[src/hdl/rlpm_pkg.sv]
package rlpm_pkg;

    // descriptor packing
    localparam int DESC_W      = 40;
    localparam int DESC_COUNT  = 4;
    localparam int CFG_INDEX_W = 2;
    localparam int SLOT_W      = 16;
    localparam int ADDR_W      = 16;
    localparam int SIZE_W      = 8;
    localparam int ACTION_W    = 2;
    localparam int PART_W      = 2;
    localparam int STATUS_W    = 2;

    localparam int PARTITION_COUNT_DEF = 4;

    // request codes
    localparam logic [ACTION_W-1:0] ACT_APPEND = 2'd0;
    localparam logic [ACTION_W-1:0] ACT_COMMIT = 2'd1;
    localparam logic [ACTION_W-1:0] ACT_NEWEST = 2'd2;
    localparam logic [ACTION_W-1:0] ACT_QUERY  = 2'd3;

    // result status codes
    localparam logic [STATUS_W-1:0] ST_OK       = 2'd0;
    localparam logic [STATUS_W-1:0] ST_LENGTH   = 2'd1;
    localparam logic [STATUS_W-1:0] ST_NO_SLOTS = 2'd2;

    // pointer reduction sequencer
    typedef enum logic [1:0] {
        RED_IDLE,
        RED_WRITE_SLOT,
        RED_READ_SLOT
    } red_state_t;

    // pointers that must be reduced before the step can finish
    typedef struct packed {
        logic w;
        logic r;
    } calc_need_t;

    typedef struct packed {
        logic [STATUS_W-1:0] status;
        logic [ADDR_W-1:0]   addr;
        logic [SLOT_W-1:0]   w;
        logic [SLOT_W-1:0]   r;
        logic [SLOT_W-1:0]   u;
        logic                write;
    } calc_result_t;

    function automatic logic [ADDR_W-1:0] desc_start(input logic [DESC_W-1:0] d);
        return d[15:0];
    endfunction

    function automatic logic [SIZE_W-1:0] desc_size(input logic [DESC_W-1:0] d);
        return d[23:16];
    endfunction

    function automatic logic [SLOT_W-1:0] desc_slots(input logic [DESC_W-1:0] d);
        return d[39:24];
    endfunction

endpackage

[src/hdl/rlpm_rem.sv]
// bit-serial restoring remainder, one dividend bit per cycle
module rlpm_rem
    import rlpm_pkg::*;
(
    input  logic              clk,
    input  logic              rst_n,
    input  logic              start,
    input  logic [SLOT_W-1:0] dividend,
    input  logic [SLOT_W-1:0] divisor,
    output logic              done,
    output logic [SLOT_W-1:0] result
);

    localparam int CNT_W = $clog2(SLOT_W);

    logic              busy_reg;
    logic              done_reg;
    logic [CNT_W-1:0]  count_reg;
    logic [SLOT_W-1:0] dvd_reg;
    logic [SLOT_W-1:0] div_reg;
    logic [SLOT_W-1:0] rem_reg;

    logic [SLOT_W:0]   trial;
    logic [SLOT_W:0]   diff;
    logic [SLOT_W-1:0] rem_next;

    always_comb
    begin
        trial    = {rem_reg, dvd_reg[SLOT_W-1]};
        diff     = trial - {1'b0, div_reg};
        rem_next = (trial >= {1'b0, div_reg}) ? diff[SLOT_W-1:0] : trial[SLOT_W-1:0];
    end

    always_ff @(posedge clk or negedge rst_n)
    begin
        if (!rst_n)
        begin
            busy_reg  <= 1'b0;
            done_reg  <= 1'b0;
            count_reg <= '0;
        end
        else
        begin
            done_reg <= 1'b0;
            if (start)
            begin
                busy_reg  <= 1'b1;
                count_reg <= '0;
            end
            else if (busy_reg)
            begin
                count_reg <= count_reg + 1'b1;
                if (count_reg == CNT_W'(SLOT_W - 1))
                begin
                    busy_reg <= 1'b0;
                    done_reg <= 1'b1;
                end
            end
        end
    end

    always_ff @(posedge clk)
    begin
        if (start)
        begin
            dvd_reg <= dividend;
            div_reg <= divisor;
            rem_reg <= '0;
        end
        else if (busy_reg)
        begin
            dvd_reg <= {dvd_reg[SLOT_W-2:0], 1'b0};
            rem_reg <= rem_next;
        end
    end

    assign done   = done_reg;
    assign result = rem_reg;

endmodule

[src/hdl/rlpm_calc.sv]
// one request against one partition's pointers and descriptor
module rlpm_calc
    import rlpm_pkg::*;
(
    input  logic [ACTION_W-1:0] action,
    input  logic                in_range,
    input  logic [SIZE_W-1:0]   record_length,
    input  logic [DESC_W-1:0]   desc,
    input  logic [SLOT_W-1:0]   w,
    input  logic [SLOT_W-1:0]   r,
    input  logic [SLOT_W-1:0]   u,
    input  logic [SLOT_W-1:0]   w_red,
    input  logic [SLOT_W-1:0]   r_red,
    output calc_need_t          need,
    output calc_result_t        res
);

    logic [ADDR_W-1:0]        start;
    logic [SIZE_W-1:0]        size;
    logic [SLOT_W-1:0]        slots;
    logic                     len_bad;
    logic                     zero_bad;
    logic                     ok;
    logic [SLOT_W:0]          w_inc;
    logic [SLOT_W:0]          r_inc;
    logic [SLOT_W-1:0]        w_step;
    logic [SLOT_W-1:0]        r_step;
    logic                     u_full;
    logic [SLOT_W-1:0]        back;
    logic [SLOT_W-1:0]        back_c;
    logic [SLOT_W:0]          back_sum;
    logic [SLOT_W:0]          back_wrap;
    logic [SLOT_W-1:0]        newest;
    logic [SLOT_W-1:0]        mul_slot;
    logic [SIZE_W+SLOT_W-1:0] product;
    logic [ADDR_W-1:0]        addr_raw;

    always_comb
    begin
        start    = desc_start(desc);
        size     = desc_size(desc);
        slots    = desc_slots(desc);
        len_bad  = (action != ACT_QUERY) && (record_length != size);
        zero_bad = (action != ACT_QUERY) && (slots == '0);
        ok       = in_range && !len_bad && !zero_bad;

        // wrap forward, operands already below the slot count
        w_inc  = {1'b0, w_red} + 1'b1;
        r_inc  = {1'b0, r_red} + 1'b1;
        w_step = (w_inc == {1'b0, slots}) ? '0 : w_inc[SLOT_W-1:0];
        r_step = (r_inc == {1'b0, slots}) ? '0 : r_inc[SLOT_W-1:0];
        u_full = (u >= slots);

        // newest unread slot, one step back at least
        back      = (u == '0) ? SLOT_W'(1) : u;
        back_c    = (back > slots) ? slots : back;
        back_sum  = {1'b0, w_red} + {1'b0, slots} - {1'b0, back_c};
        back_wrap = back_sum - {1'b0, slots};
        newest    = (back_sum >= {1'b0, slots}) ? back_wrap[SLOT_W-1:0]
                                                : back_sum[SLOT_W-1:0];

        mul_slot = (action == ACT_NEWEST) ? newest : w;
        product  = (SIZE_W+SLOT_W)'(size) * (SIZE_W+SLOT_W)'(mul_slot);
        addr_raw = start + product[ADDR_W-1:0];

        need.w = ok && ((action == ACT_COMMIT) || (action == ACT_NEWEST)) && (w >= slots);
        need.r = ok && (action == ACT_COMMIT) && u_full && (r >= slots);

        if (!in_range)
            res.status = ST_NO_SLOTS;
        else if (len_bad)
            res.status = ST_LENGTH;
        else if (zero_bad)
            res.status = ST_NO_SLOTS;
        else
            res.status = ST_OK;

        res.addr  = (ok && (action != ACT_QUERY)) ? addr_raw : '0;
        res.w     = in_range ? w : '0;
        res.r     = in_range ? r : '0;
        res.u     = in_range ? u : '0;
        res.write = 1'b0;

        if (ok && (action == ACT_COMMIT))
        begin
            res.w     = w_step;
            res.u     = u_full ? slots : (u + 1'b1);
            res.r     = u_full ? r_step : r;
            res.write = 1'b1;
        end
    end

endmodule

[src/hdl/ring_log_pointer_manager.sv]
// Ring log pointer manager: holds the write slot, read slot and unread count of up to
// four circular record logs in external memory, each described by a 40-bit descriptor
// (start address 15:0, record size 23:16, slot count 39:24). A request word enters an
// input register and its result word leaves through an output register. One request
// per cycle is taken unless a pointer reduction or a stalled result holds the input
// register: a waiting result blocks the next request. Append and query requests never
// wait for a reduction. When a descriptor has been rewritten so that a stored write or
// read slot lies at or beyond the new slot count, a commit or newest-read request on that
// log first reduces the pointer through a shared bit-serial remainder unit, one pointer
// at a time, while the input stays stalled. Status 1 flags a record length
// that differs from the record size, status 2 a slot count of zero or a log that does
// not exist; on an error nothing changes and the address reads zero.
module ring_log_pointer_manager
    import rlpm_pkg::*;
#(
    parameter int PARTITION_COUNT = PARTITION_COUNT_DEF
)
(
    input  logic                   clk,
    input  logic                   rst_n,

    // configuration write port
    input  logic                   cfg_write,
    input  logic [CFG_INDEX_W-1:0] cfg_index,
    input  logic [DESC_W-1:0]      cfg_data,

    // request channel
    input  logic                   req_valid,
    output logic                   req_stall,
    input  logic [ACTION_W-1:0]    action,
    input  logic [PART_W-1:0]      partition,
    input  logic [SIZE_W-1:0]      record_length,

    // result channel
    output logic                   rsp_valid,
    input  logic                   rsp_stall,
    output logic [STATUS_W-1:0]    status,
    output logic [ADDR_W-1:0]      record_address,
    output logic [SLOT_W-1:0]      write_slot,
    output logic [SLOT_W-1:0]      read_slot,
    output logic [SLOT_W-1:0]      unread_count
);

    // logs that have both a descriptor and pointer state
    localparam int LOG_COUNT = (PARTITION_COUNT < DESC_COUNT) ? PARTITION_COUNT : DESC_COUNT;
    localparam int LOG_IDX_W = (LOG_COUNT > 1) ? $clog2(LOG_COUNT) : 1;

    // descriptors and per-log pointers
    logic [DESC_W-1:0] desc_reg  [DESC_COUNT];
    logic [SLOT_W-1:0] wslot_reg [LOG_COUNT];
    logic [SLOT_W-1:0] rslot_reg [LOG_COUNT];
    logic [SLOT_W-1:0] unread_reg[LOG_COUNT];

    // input register
    logic                stg_valid_reg;
    logic [ACTION_W-1:0] stg_action_reg;
    logic [PART_W-1:0]   stg_partition_reg;
    logic [SIZE_W-1:0]   stg_length_reg;

    // pointer reduction
    red_state_t        red_state_reg;
    red_state_t        red_state_next;
    logic              w_fixed_reg;
    logic              r_fixed_reg;
    logic [SLOT_W-1:0] wm_reg;
    logic [SLOT_W-1:0] rm_reg;
    logic              rem_start;
    logic [SLOT_W-1:0] rem_operand;
    logic              rem_done;
    logic [SLOT_W-1:0] rem_result;

    // output register
    logic                out_valid_reg;
    logic [STATUS_W-1:0] out_status_reg;
    logic [ADDR_W-1:0]   out_addr_reg;
    logic [SLOT_W-1:0]   out_w_reg;
    logic [SLOT_W-1:0]   out_r_reg;
    logic [SLOT_W-1:0]   out_u_reg;

    logic                in_range;
    logic [LOG_IDX_W-1:0] idx;
    logic [DESC_W-1:0]   desc_sel;
    logic [SLOT_W-1:0]   w_cur;
    logic [SLOT_W-1:0]   r_cur;
    logic [SLOT_W-1:0]   u_cur;
    logic [SLOT_W-1:0]   w_red;
    logic [SLOT_W-1:0]   r_red;
    calc_need_t          need;
    calc_result_t        res;
    logic                red_clear;
    logic                finish;
    logic                req_take;
    logic                state_we;

    // select the addressed log
    always_comb
    begin
        in_range = (32'(stg_partition_reg) < LOG_COUNT);
        idx      = in_range ? stg_partition_reg[LOG_IDX_W-1:0] : '0;
        desc_sel = desc_reg[stg_partition_reg];
        w_cur    = wslot_reg[idx];
        r_cur    = rslot_reg[idx];
        u_cur    = unread_reg[idx];
        w_red    = w_fixed_reg ? wm_reg : w_cur;
        r_red    = r_fixed_reg ? rm_reg : r_cur;
    end

    rlpm_calc u_calc (
        .action        (stg_action_reg),
        .in_range      (in_range),
        .record_length (stg_length_reg),
        .desc          (desc_sel),
        .w             (w_cur),
        .r             (r_cur),
        .u             (u_cur),
        .w_red         (w_red),
        .r_red         (r_red),
        .need          (need),
        .res           (res)
    );

    rlpm_rem u_rem (
        .clk      (clk),
        .rst_n    (rst_n),
        .start    (rem_start),
        .dividend (rem_operand),
        .divisor  (desc_slots(desc_sel)),
        .done     (rem_done),
        .result   (rem_result)
    );

    // the step may finish once every out-of-range pointer is reduced
    assign red_clear = (red_state_reg == RED_IDLE)
                     && !(need.w && !w_fixed_reg)
                     && !(need.r && !r_fixed_reg);
    assign finish    = stg_valid_reg && red_clear && (!out_valid_reg || !rsp_stall);
    assign req_stall = stg_valid_reg && !finish;
    assign req_take  = req_valid && !req_stall;
    assign state_we  = finish && res.write;

    // reduction sequencer: next state
    always_comb
    begin
        red_state_next = red_state_reg;
        unique case (red_state_reg)
            RED_IDLE:
            begin
                if (stg_valid_reg && need.w && !w_fixed_reg)
                    red_state_next = RED_WRITE_SLOT;
                else if (stg_valid_reg && need.r && !r_fixed_reg)
                    red_state_next = RED_READ_SLOT;
            end
            RED_WRITE_SLOT:
            begin
                if (rem_done)
                    red_state_next = RED_IDLE;
            end
            RED_READ_SLOT:
            begin
                if (rem_done)
                    red_state_next = RED_IDLE;
            end
            default:
                red_state_next = RED_IDLE;
        endcase
    end

    // reduction sequencer: outputs
    always_comb
    begin
        rem_start   = 1'b0;
        rem_operand = w_cur;
        unique case (red_state_reg) inside
            RED_IDLE:
            begin
                if (stg_valid_reg && need.w && !w_fixed_reg)
                begin
                    rem_start   = 1'b1;
                    rem_operand = w_cur;
                end
                else if (stg_valid_reg && need.r && !r_fixed_reg)
                begin
                    rem_start   = 1'b1;
                    rem_operand = r_cur;
                end
            end
            RED_WRITE_SLOT,
            RED_READ_SLOT:
            begin
                rem_start = 1'b0;
            end
            default:
                rem_start = 1'b0;
        endcase
    end

    always_ff @(posedge clk or negedge rst_n)
    begin
        if (!rst_n)
        begin
            red_state_reg <= RED_IDLE;
            w_fixed_reg   <= 1'b0;
            r_fixed_reg   <= 1'b0;
        end
        else
        begin
            red_state_reg <= red_state_next;
            if (finish)
            begin
                w_fixed_reg <= 1'b0;
                r_fixed_reg <= 1'b0;
            end
            else if (rem_done && (red_state_reg == RED_WRITE_SLOT))
                w_fixed_reg <= 1'b1;
            else if (rem_done && (red_state_reg == RED_READ_SLOT))
                r_fixed_reg <= 1'b1;
        end
    end

    // reduced pointer values
    always_ff @(posedge clk)
    begin
        if (rem_done && (red_state_reg == RED_WRITE_SLOT))
            wm_reg <= rem_result;
        if (rem_done && (red_state_reg == RED_READ_SLOT))
            rm_reg <= rem_result;
    end

    // descriptors and pointers
    always_ff @(posedge clk or negedge rst_n)
    begin
        if (!rst_n)
        begin
            for (int i = 0; i < DESC_COUNT; i++)
                desc_reg[i] <= '0;
            for (int i = 0; i < LOG_COUNT; i++)
            begin
                wslot_reg[i]  <= '0;
                rslot_reg[i]  <= '0;
                unread_reg[i] <= '0;
            end
        end
        else
        begin
            if (cfg_write)
                desc_reg[cfg_index] <= cfg_data;
            if (state_we)
            begin
                wslot_reg[idx]  <= res.w;
                rslot_reg[idx]  <= res.r;
                unread_reg[idx] <= res.u;
            end
        end
    end

    // input register
    always_ff @(posedge clk or negedge rst_n)
    begin
        if (!rst_n)
            stg_valid_reg <= 1'b0;
        else if (req_take)
            stg_valid_reg <= 1'b1;
        else if (finish)
            stg_valid_reg <= 1'b0;
    end

    always_ff @(posedge clk)
    begin
        if (req_take)
        begin
            stg_action_reg    <= action;
            stg_partition_reg <= partition;
            stg_length_reg    <= record_length;
        end
    end

    // output register
    always_ff @(posedge clk or negedge rst_n)
    begin
        if (!rst_n)
            out_valid_reg <= 1'b0;
        else if (finish)
            out_valid_reg <= 1'b1;
        else if (!rsp_stall)
            out_valid_reg <= 1'b0;
    end

    always_ff @(posedge clk)
    begin
        if (finish)
        begin
            out_status_reg <= res.status;
            out_addr_reg   <= res.addr;
            out_w_reg      <= res.w;
            out_r_reg      <= res.r;
            out_u_reg      <= res.u;
        end
    end

    assign rsp_valid      = out_valid_reg;
    assign status         = out_status_reg;
    assign record_address = out_addr_reg;
    assign write_slot     = out_w_reg;
    assign read_slot      = out_r_reg;
    assign unread_count   = out_u_reg;

`ifndef NO_ASSERTIONS
    // a committed write slot always lands inside the ring
    a_commit_in_ring: assert property (@(posedge clk) disable iff (!rst_n)
        state_we |-> (res.w < desc_slots(desc_sel)))
        else $error("committed write slot outside the ring");

    // reduction only runs on behalf of a held request
    a_red_has_req: assert property (@(posedge clk) disable iff (!rst_n)
        (red_state_reg != RED_IDLE) |-> stg_valid_reg)
        else $error("pointer reduction without a request");

    // a held result is never overwritten
    a_no_overwrite: assert property (@(posedge clk) disable iff (!rst_n)
        (out_valid_reg && rsp_stall) |-> !finish)
        else $error("result overwritten while stalled");
`endif

endmodule
[config.mk]
export PLATFORM = sky130hd
export DESIGN_NAME = ring_log_pointer_manager
export DESIGN_NICKNAME = d
export VERILOG_FILES = /design/src/hdl/rlpm_pkg.sv /design/src/hdl/rlpm_rem.sv /design/src/hdl/rlpm_calc.sv /design/src/hdl/ring_log_pointer_manager.sv
export SDC_FILE = /design/constraint.sdc
export NUM_CORES = 1
export LEC_CHECK = 0
export CAP_MARGIN = 0
export CORE_MARGIN = 2
export CORE_UTILIZATION = 51
export DETAILED_ROUTE_END_ITERATION = 10
export DONT_BUFFER_PORTS = 1
export PLACE_DENSITY = 0.66
export SETUP_SLACK_MARGIN = 0.3
export SLEW_MARGIN = 20
export SYNTH_ARGS = -nofsm -noshare
export SYNTH_HDL_FRONTEND = slang
export SYNTH_SLANG_ARGS = --single-unit
[constraint.sdc]
create_clock -name clk -period 25.1 [get_ports clk]
set_input_delay 5.02 -clock clk [delete_from_list [all_inputs] [get_ports clk]]
set_output_delay 5.02 -clock clk [all_outputs]
set_load 0.05 [all_outputs]
; After elaboration in Yosys (flattened, before gate mapping)
; Cells that the tools add are included.
[classes]
n_addsub = 9
n_mux = 62
bitwise = 2
shifts = 0
reduce_logical = 48
order_cmp = 10
n_eq_ne = 13
div = 0
multipliers = 1
[op_table]
columns = cell, n
row1 = $mux 16, 23
row2 = $bwmux 64, 3
row3 = $bwmux 160, 1
row4 = $mux 40, 3
row5 = $bmux 16 s2, 3
row6 = $bmux 40 s2, 1
row7 = $demux 40 s2, 1
row8 = $mux 49, 1
row9 = $ge 16x16->1, 3
row10 = $add 16x1->17 const B, 2
row11 = $eq 17x16->1, 2
row12 = $ge 17x16->1, 2
row13 = $demux 16 s2, 1
row14 = $logic_not 16->1, 2
row15 = $sub 16x16->16, 2
row16 = $logic_and 1x1->1, 26
row17 = $mux 1, 18
row18 = $add 16x16->17, 1
row19 = $sub 17x16->17, 1
row20 = $add 16x1->16 const B, 1
row21 = $add 16x16->16, 1
row22 = $gt 16x16->1, 1
row23 = $mul 8x16->16, 1
row24 = $logic_not 1->1, 10
row25 = other kinds (19), 35
[word_totals]
elab_cells = 182
output_inout_bits = 68
inputBits = 59
mem_count = 0
mem_bits_rw = 0
mem_bits_ro = 0
reg_bits = 522
latchBits = 0

; Longest topological paths before layout
; Gate-level depths: netlist of run 1.
[logic_depth]
depth_word = 21
depth_mapped = 72
ltp_nobuf = 64

; Modules after synthesis
; From an unflattened synthesis of run 1, not the netlist that was laid out.
[hier_totals]
hier_cells = 2554
hier_area_um2 = 31783.0
[modules_own_cells]
columns = module, area_per_inst_um2, seq_area_each_um2, cells_each, instances
row1 = ring_log_pointer_manager, 19487.4, 12261.8, 1061, 1
row2 = rlpm_calc, 9351.5, 0.0, 1229, 1
row3 = rlpm_rem, 2944.1, 1431.4, 264, 1

; Worst setup path before layout of run 1
; No wires, ideal clock.
[synth_path]
path_type = register -> register
startpoint = reg stg_partition_reg[0] (netlist: idx[0])
endpoint = reg out_addr_reg[15] (netlist: record_address[15]) (data pin)
arrival_time_ns = 14.279
required_time_ns = 24.839
slack_ns = 10.559
setup_ns = 0.261
synth_period_minus_slack_ns = 14.541
n_path_buf = 11
path_stages_with_launch = 62
cell_sequence = edfxtp_1 -> buf_6 -> buf_8 -> buf_12 -> buf_8 -> buf_6 -> buf_2 -> clkbuf_1 -> buf_1 -> clkbuf_1 -> mux4_2 -> ha_1 -> a21o_1 -> a21o_1 -> a21oi_1 -> o21ai_0 -> a21oi_1 -> a31oi_1 -> [26 not listed] -> fa_1 -> inv_1 -> fa_1 -> inv_1 -> fa_1 -> inv_1 -> ha_1 -> a21boi_0 -> o21ai_0 -> nand2b_1 -> a21o_1 -> a21oi_1 -> nor2b_1 -> o21ai_0 -> a21oi_1 -> xnor3_1 -> xnor3_1 -> nor2_1
[synth_between]
elab_chain_len = 14
elab_cells_between_ends = 31
classes_between = 4 x add/sub / 1 x mul / 2 x order compare / 1 x eq/ne / 14 x mux / 1 x bitwise / 8 x reduce/logical
[synth_rtl]
columns = item, line
row1 = "start, declared", ring_log_pointer_manager.sv:57  ; logic [PART_W-1:0] stg_partition_reg;
row2 = "start signal, assigned", ring_log_pointer_manager.sv:272  ; stg_partition_reg <= partition;
row3 = $not 2->3 (implied by the code) (*), "ring_log_pointer_manager.sv:100, ring_log_pointer_manager.sv:101, ring_log_pointer_manager.sv:103"
row4 = $bmux 16 s2, ring_log_pointer_manager.sv:103  ; u_cur = unread_reg[idx];
row5 = $mux 16 (implied by the code) (2 in a row), ring_log_pointer_manager.sv:103
row6 = $logic_not 16->1, rlpm_calc.sv:55  ; back = (u == '0) ? SLOT_W'(1) : u;
row7 = $mux 16, rlpm_calc.sv:55
row8 = $gt 16x16->1, rlpm_calc.sv:56  ; back_c = (back > slots) ? slots : back;
row9 = $mux 16, rlpm_calc.sv:56
row10 = $sub 17x16->17, rlpm_calc.sv:57  ; back_sum = {1'b0, w_red} + {1'b0, slots} - {1'b0, back_c};
row11 = $sub 16x16->16 or $ge 17x16->1 (tied branches), "rlpm_calc.sv:58, rlpm_calc.sv:59"
row12 = $mux 16, rlpm_calc.sv:59  ; newest = (back_sum >= {1'b0, slots}) ? back_wrap[SLOT_W-1:0]
row13 = $mux 16, rlpm_calc.sv:62  ; mul_slot = (action == ACT_NEWEST) ? newest : w;
row14 = $mul 8x16->16, rlpm_calc.sv:63  ; product = (SIZE_W+SLOT_W)'(size) * (SIZE_W+SLOT_W)'(mul_slot);
row15 = $add 16x16->16, rlpm_calc.sv:64  ; addr_raw = start + product[ADDR_W-1:0];
row16 = "end signal, assigned", ring_log_pointer_manager.sv:293  ; out_addr_reg <= res.addr;
row17 = "end, declared", ring_log_pointer_manager.sv:75  ; logic [ADDR_W-1:0] out_addr_reg;
; Mark *: on every way between the ends. The rest lies on a longest branch, timed or not. The select of a mux whose other input is x is not followed.
; A chain may end at the register's enable or synchronous reset.

; Worst setup path in the final report of run 1
; Same ends and word-level chain as after synthesis.

==> results of run 1 <==
==> cells in the mapped netlist (37+ instances only) <==
library cell,n,area (um2)
mux2_2,271,3050
nand3_1,70,350
inv_1,194,728
nor2b_1,42,263
mux2i_1,68,681
ha_1,149,1860
xnor2_1,89,780
and2_1,37,231
nand2_1,216,811
o21ai_0,90,450
clkbuf_1,60,225
a21o_1,38,285
a21oi_1,165,826
nor2_1,136,510
edfxtp_1,142,4260
mux4_2,102,2300
dfrtp_1,364,9110
fa_1,92,1840
==> worst max-delay path: cells and delay by family (launching register included) <==
family	cells	cell delay (ns)
compound gates	23	4.48
xor+xnor	4	1.09
fa+ha+maj	9	3.80
buf+inv	7	1.91
flops	1	0.37
mux	2	0.99
simple gates	13	1.93
==> stage by stage <==
stage          std cells  setup slack [ns]   util  instance area, um2
4_1_cts             3595             10.23  0.555               34800
3_5_place_dp        3493             10.32  0.524               32900
2_1_floorplan       2756             10.56      -               32200
3_3_place_gp        3493             10.66  0.524               32900
5_1_grt             3595              8.96  0.555               34800
6_report            3595             10.19  0.555               34800
==> routing by layer <==
| metal | global-route usage | part of all wire |
|---|---|---|
| met1 | 0.373 | 0.44 |
| met2 | 0.425 | 0.46 |
| met3 | 0.0447 | 0.064 |
| met4 | 0.0979 | 0.037 |
| met5 | 0 | 0.00031 |
==> kinds of logic (layout without fill, tap and decap cells) <==
group,count (synthesis),count (layout),share of synthesized area
buffers and inverters,332,325,0.0437
AO/OA/AOI/OAI,415,415,0.0821
multiplexers,481,481,0.203
AND/OR/NAND/NOR,640,640,0.0964
XOR/XNOR,125,125,0.0348
flip-flops,522,522,0.425
adder cells (fa/ha/maj),241,241,0.115
==> how the worst min path moves through the flow <==
stage / from / endpoint / cells past startpoint
after floorplan: u_rem.result[15] / rm_reg[15] / 0
after global placement: rslot_reg[55] / rslot_reg[55] / 1
after detailed placement: wslot_reg[48] / wslot_reg[48] / 1
after CTS: wslot_reg[48] / wslot_reg[48] / 1
after global routing: desc_reg[57] / desc_reg[57] / 1
final: rslot_reg[53] / rslot_reg[53] / 1
==> cell type report <==
class / count / area, um2
multi-input cells: 1902 / 17200
flip-flops and latches: 522 / 13700
clock inverters: 24 / 304
repair buffers: 24 / 205
fillers: 5237 / 27900
clock buffers: 78 / 1620
well taps: 846 / 1060
inverters: 199 / 747
==> flow_summary.toml, run 1 <==
[setup_path]
cpMostUsedCell = "a21oi_1"
cp_slowest_stage_delay_ns = 0.76
crit_fanout = 74
critPathLaunch = "idx[0]"
r2r-start = "idx[0]"
rrSetupSlack_ns = 10.19
r2r_cells = 58
endpoint = "record_address[15]"
arrival_ns = 15.27
startpoint_type = "flop"
critPathKind = "reg2reg"
cp-end-kind = "flop"
cp_slowest_cell = "mux4_2"
rr_endpoint = "record_address[15]"
critPathRequiredTime_ns = 25.46

[final_layout]
layout_commonest_cell = "dfrtp_1"
layout_common_cells = "dfrtp_1, mux2_2, nand2_1, inv_1, a21oi_1"
nets = 3003
n_antenna_cell = 0
syn_to_final_growth_pct = 7.96
drive_above_1_share = 0.200
largest_reg_flops = 160

[timing]
holdWs_ns = 0.494
finalHoldViolations = 0
setup_violations = 0
tightest_slew_ns = 1.09
relSlewSlack = 0.273
fin_crit_sh = 0.594
period_minus_slack_ns = 14.91
finalSetupTns_ns = 0
rsz0062_at_grt = "no"
fmax_mhz = 67.1
clock_skew_ns = 0.0164
slew_violations = 0

[synth]
yosys.cell_types.count = 89
synthArstFlopShare = 0.697
synth_edf_count = 142
netlist_instances = 2756
ys_seq_area_frac = 0.425
syn-num-nets = 3056
syn_avg_cell_area_um2 = 11.7
netlist_area_um2 = 32200
ys_warn_count = 0
synth_flop_cell = "dfrtp_1"
synth-seq-cells = 522

[placed_design]
post-dp-hpwl_mm = 60.9
io_buffers = 0
routabilityCongestion = 0.945

[drt]
wl_mm = 86.6
detailedRoute.firstIterationViolations = 1654
dr.pass1.iters = 5
drc = 0
wl_per_cell_um = 24.1
vias = 21599
ant_nets = 0
via_per_inst = 6.01

[die]
dieArea_um2 = 65200
core_um2 = 62700
fp.dieW_um = 255
row_count = 92
chipHeight_um = 255
io_pins = 127
start_util = 0.514

[run]
drv_cap = 0

[cts]
cts-root-buf = "clkbuf_16"
cts.clk_slew.worst_paths_ns = 0.06
htreeDepth = 2
postCtsSetupRepairBufs = 0
insertion_delay_ns = 0.62
cts.sinks = 522
cts_buffers = 54
cts_tree = "built"
clk_path_buf_depth = 3
cts-resized-gates = 0
cts.hold.buffers_added = 0

[global_route]
grt_max_degree = 365
antenna_found_initial = 3
grt_usage = 0.268
grt_pass1_wl_mm = 134
grt-ovfl-total = 0
grt_pass1_vias = 22203

[min_path]
holdCritPathClass = "reg2reg"

[status]
run_status = "complete, no violations"
Power of run 1 is left out: the tool's default activity adds up to more than one toggle a clock period on the data nets, which glitch-free logic cannot reach.
==> inputs of run 2 (changes only) <==
--- a/config.mk
+++ b/config.mk
@@ -10,7 +10,7 @@
 export CORE_UTILIZATION = 51
 export DETAILED_ROUTE_END_ITERATION = 10
 export DONT_BUFFER_PORTS = 1
-export PLACE_DENSITY = 0.66
+export PLACE_DENSITY = 0.69
 export SETUP_SLACK_MARGIN = 0.3
 export SLEW_MARGIN = 20
 export SYNTH_ARGS = -nofsm -noshare
==> constraint.sdc (replaced) <==
create_clock -name clk -period 12 [get_ports clk]
set_input_delay 2.4 -clock clk [delete_from_list [all_inputs] [get_ports clk]]
set_output_delay 2.4 -clock clk [all_outputs]
set_load 0.05 [all_outputs]
==> flow_summary.toml, run 2 (same netlist as run 1, synthesis figures left out) <==
[status]
run_status = "complete, no violations"

[final_layout]
layout_common_cells = "dfrtp_1, mux2_2, nand2_1, inv_1, buf_4"
syn_to_final_growth_pct = 14.6
largest_reg_flops = 160
drive_above_1_share = 0.285
layout_commonest_cell = "dfrtp_1"
final_util = 0.589
nets = 3163

[die]
chipHeight_um = 255
fp.dieW_um = 255
start_util = 0.514
core_um2 = 62700
dieArea_um2 = 65200
io_pins = 127
row_count = 92

[timing]
finalHoldViolations = 0
clock_skew_ns = 0.0349
fmax_mhz = 83.4
relSlewSlack = 0.343
rsz0062_at_grt = "yes"
period_minus_slack_ns = 12.00
setup_ws_ns = 0.00410
tightest_slew_ns = 0.986
fin_crit_sh = 1.00
setup_violations = 0
slew_violations = 0

[setup_path]
crit_fanout = 6
cp-end-kind = "flop"
startpoint_type = "flop"
critPathKind = "reg2reg"
cp_slowest_stage_delay_ns = 0.52
cp_slowest_cell = "fa_1"
arrival_ns = 12.37
critPathRequiredTime_ns = 12.38
cpMostUsedCell = "a21oi_2"

[cts]
cts_tree = "built"
cts.sinks = 522
cts.clk_slew.worst_paths_ns = 0.06
insertion_delay_ns = 0.65
clk_path_buf_depth = 3
cts-root-buf = "clkbuf_16"
htreeDepth = 2
cts_buffers = 56

[drt]
dr.pass1.iters = 5
ant_nets = 0
met3_length_mm = 5.53
dr.max_layer_used = "met4"
via_per_inst = 5.94
wl_met2_mm = 41.1
wl_mm = 87.6
drc = 0
wl_per_cell_um = 23.3
detailedRoute.firstIterationViolations = 1696
wl_met1_mm = 38.5
vias = 22320

[global_route]
antenna_found_initial = 1
grt_usage = 0.267
grt_pass1_wl_mm = 135
grt_pass1_vias = 22837
grt-ovfl-total = 0
grt_max_degree = 365

[placed_design]
pre_cts_slack_ns = -0.421
io_buffers = 0
post-dp-hpwl_mm = 60.7
routabilityCongestion = 0.967

[min_path]
holdCritPathClass = "reg2reg"

[run]
drv_cap = 0
## run 2: cell count changes in the layout (fill, tap and decap cells not counted), sizes merged
| cell | delta |
|---|---|
| buf | +155 |
| clkinv | +6 |
| diode | +1 |
| clkbuf | -3 |
| inv | +3 |
| bufbuf | +1 |
## run 2: what timing repair did
action / in CTS / in global routing
gates resized for setup: 76 / 64
setup buffers: 49 / 21
pin swaps: 68 / 55
gates cloned: 1 / 1
setup endpoints to repair: 4 / 7
hold buffers: 0 / 0
## run 2: worst paths after layout
path,start,slack (ns),cells after the start,endpoint
worst max-delay path,idx[0],0.004,63,record_address[15]
worst min-delay path,rslot_reg[48],0.49,1,rslot_reg[48]
worst max register to register,idx[0],0.004,63,record_address[15]
worst min register to register,rslot_reg[48],0.49,1,rslot_reg[48]
max in group asynchronous,rst_n,9.85,0,wslot_reg[62]
min in group asynchronous,rst_n,1.51,0,desc_reg[71]
## run 2: area by class of cell
class | instances | area [um2]
sequential | 522 | 13700
clock inverter | 33 | 379
fill | 5000 | 25800
timing repair buffer | 182 | 1550
multi-input combinational | 1902 | 17900
clock buffer | 73 | 1560
inverter | 199 | 747
tap | 846 | 1060
antenna | 1 | 2.50
## run 2: per-stage QoR
stage	cell area (um2)	instances	hold WS (ns)	TNS [ns]
2_1_floorplan	32500	2756	0.449	-0.0379
3_3_place_gp	33700	3579	0.468	-0.110
3_5_place_dp	33700	3579	0.480	-0.956
4_1_cts	36400	3735	0.495	0
5_1_grt	36900	3757	0.511	-2.05
6_report	36900	3758	0.491	0
## run 2: worst max-delay path, delay by kind of cell (launching register included)
kind                     cells  cell delay (ns)
AO/OA/AOI/OAI               23             3.32
XOR/XNOR                     3             0.76
adder cells (fa/ha/maj)      9             3.34
buffers and inverters        9             1.17
flip-flops                   1             0.42
multiplexers                 3             0.80
AND/OR/NAND/NOR             16             1.91
## run 2: routing by layer
layer | track usage | vias to the layer above
met5 | 0 | -
met4 | 0.0809 | 0
met3 | 0.0417 | 160
met2 | 0.430 | 720
met1 | 0.374 | 11421
li1 | - | 10019
Power of run 2 is left out for the same reason.
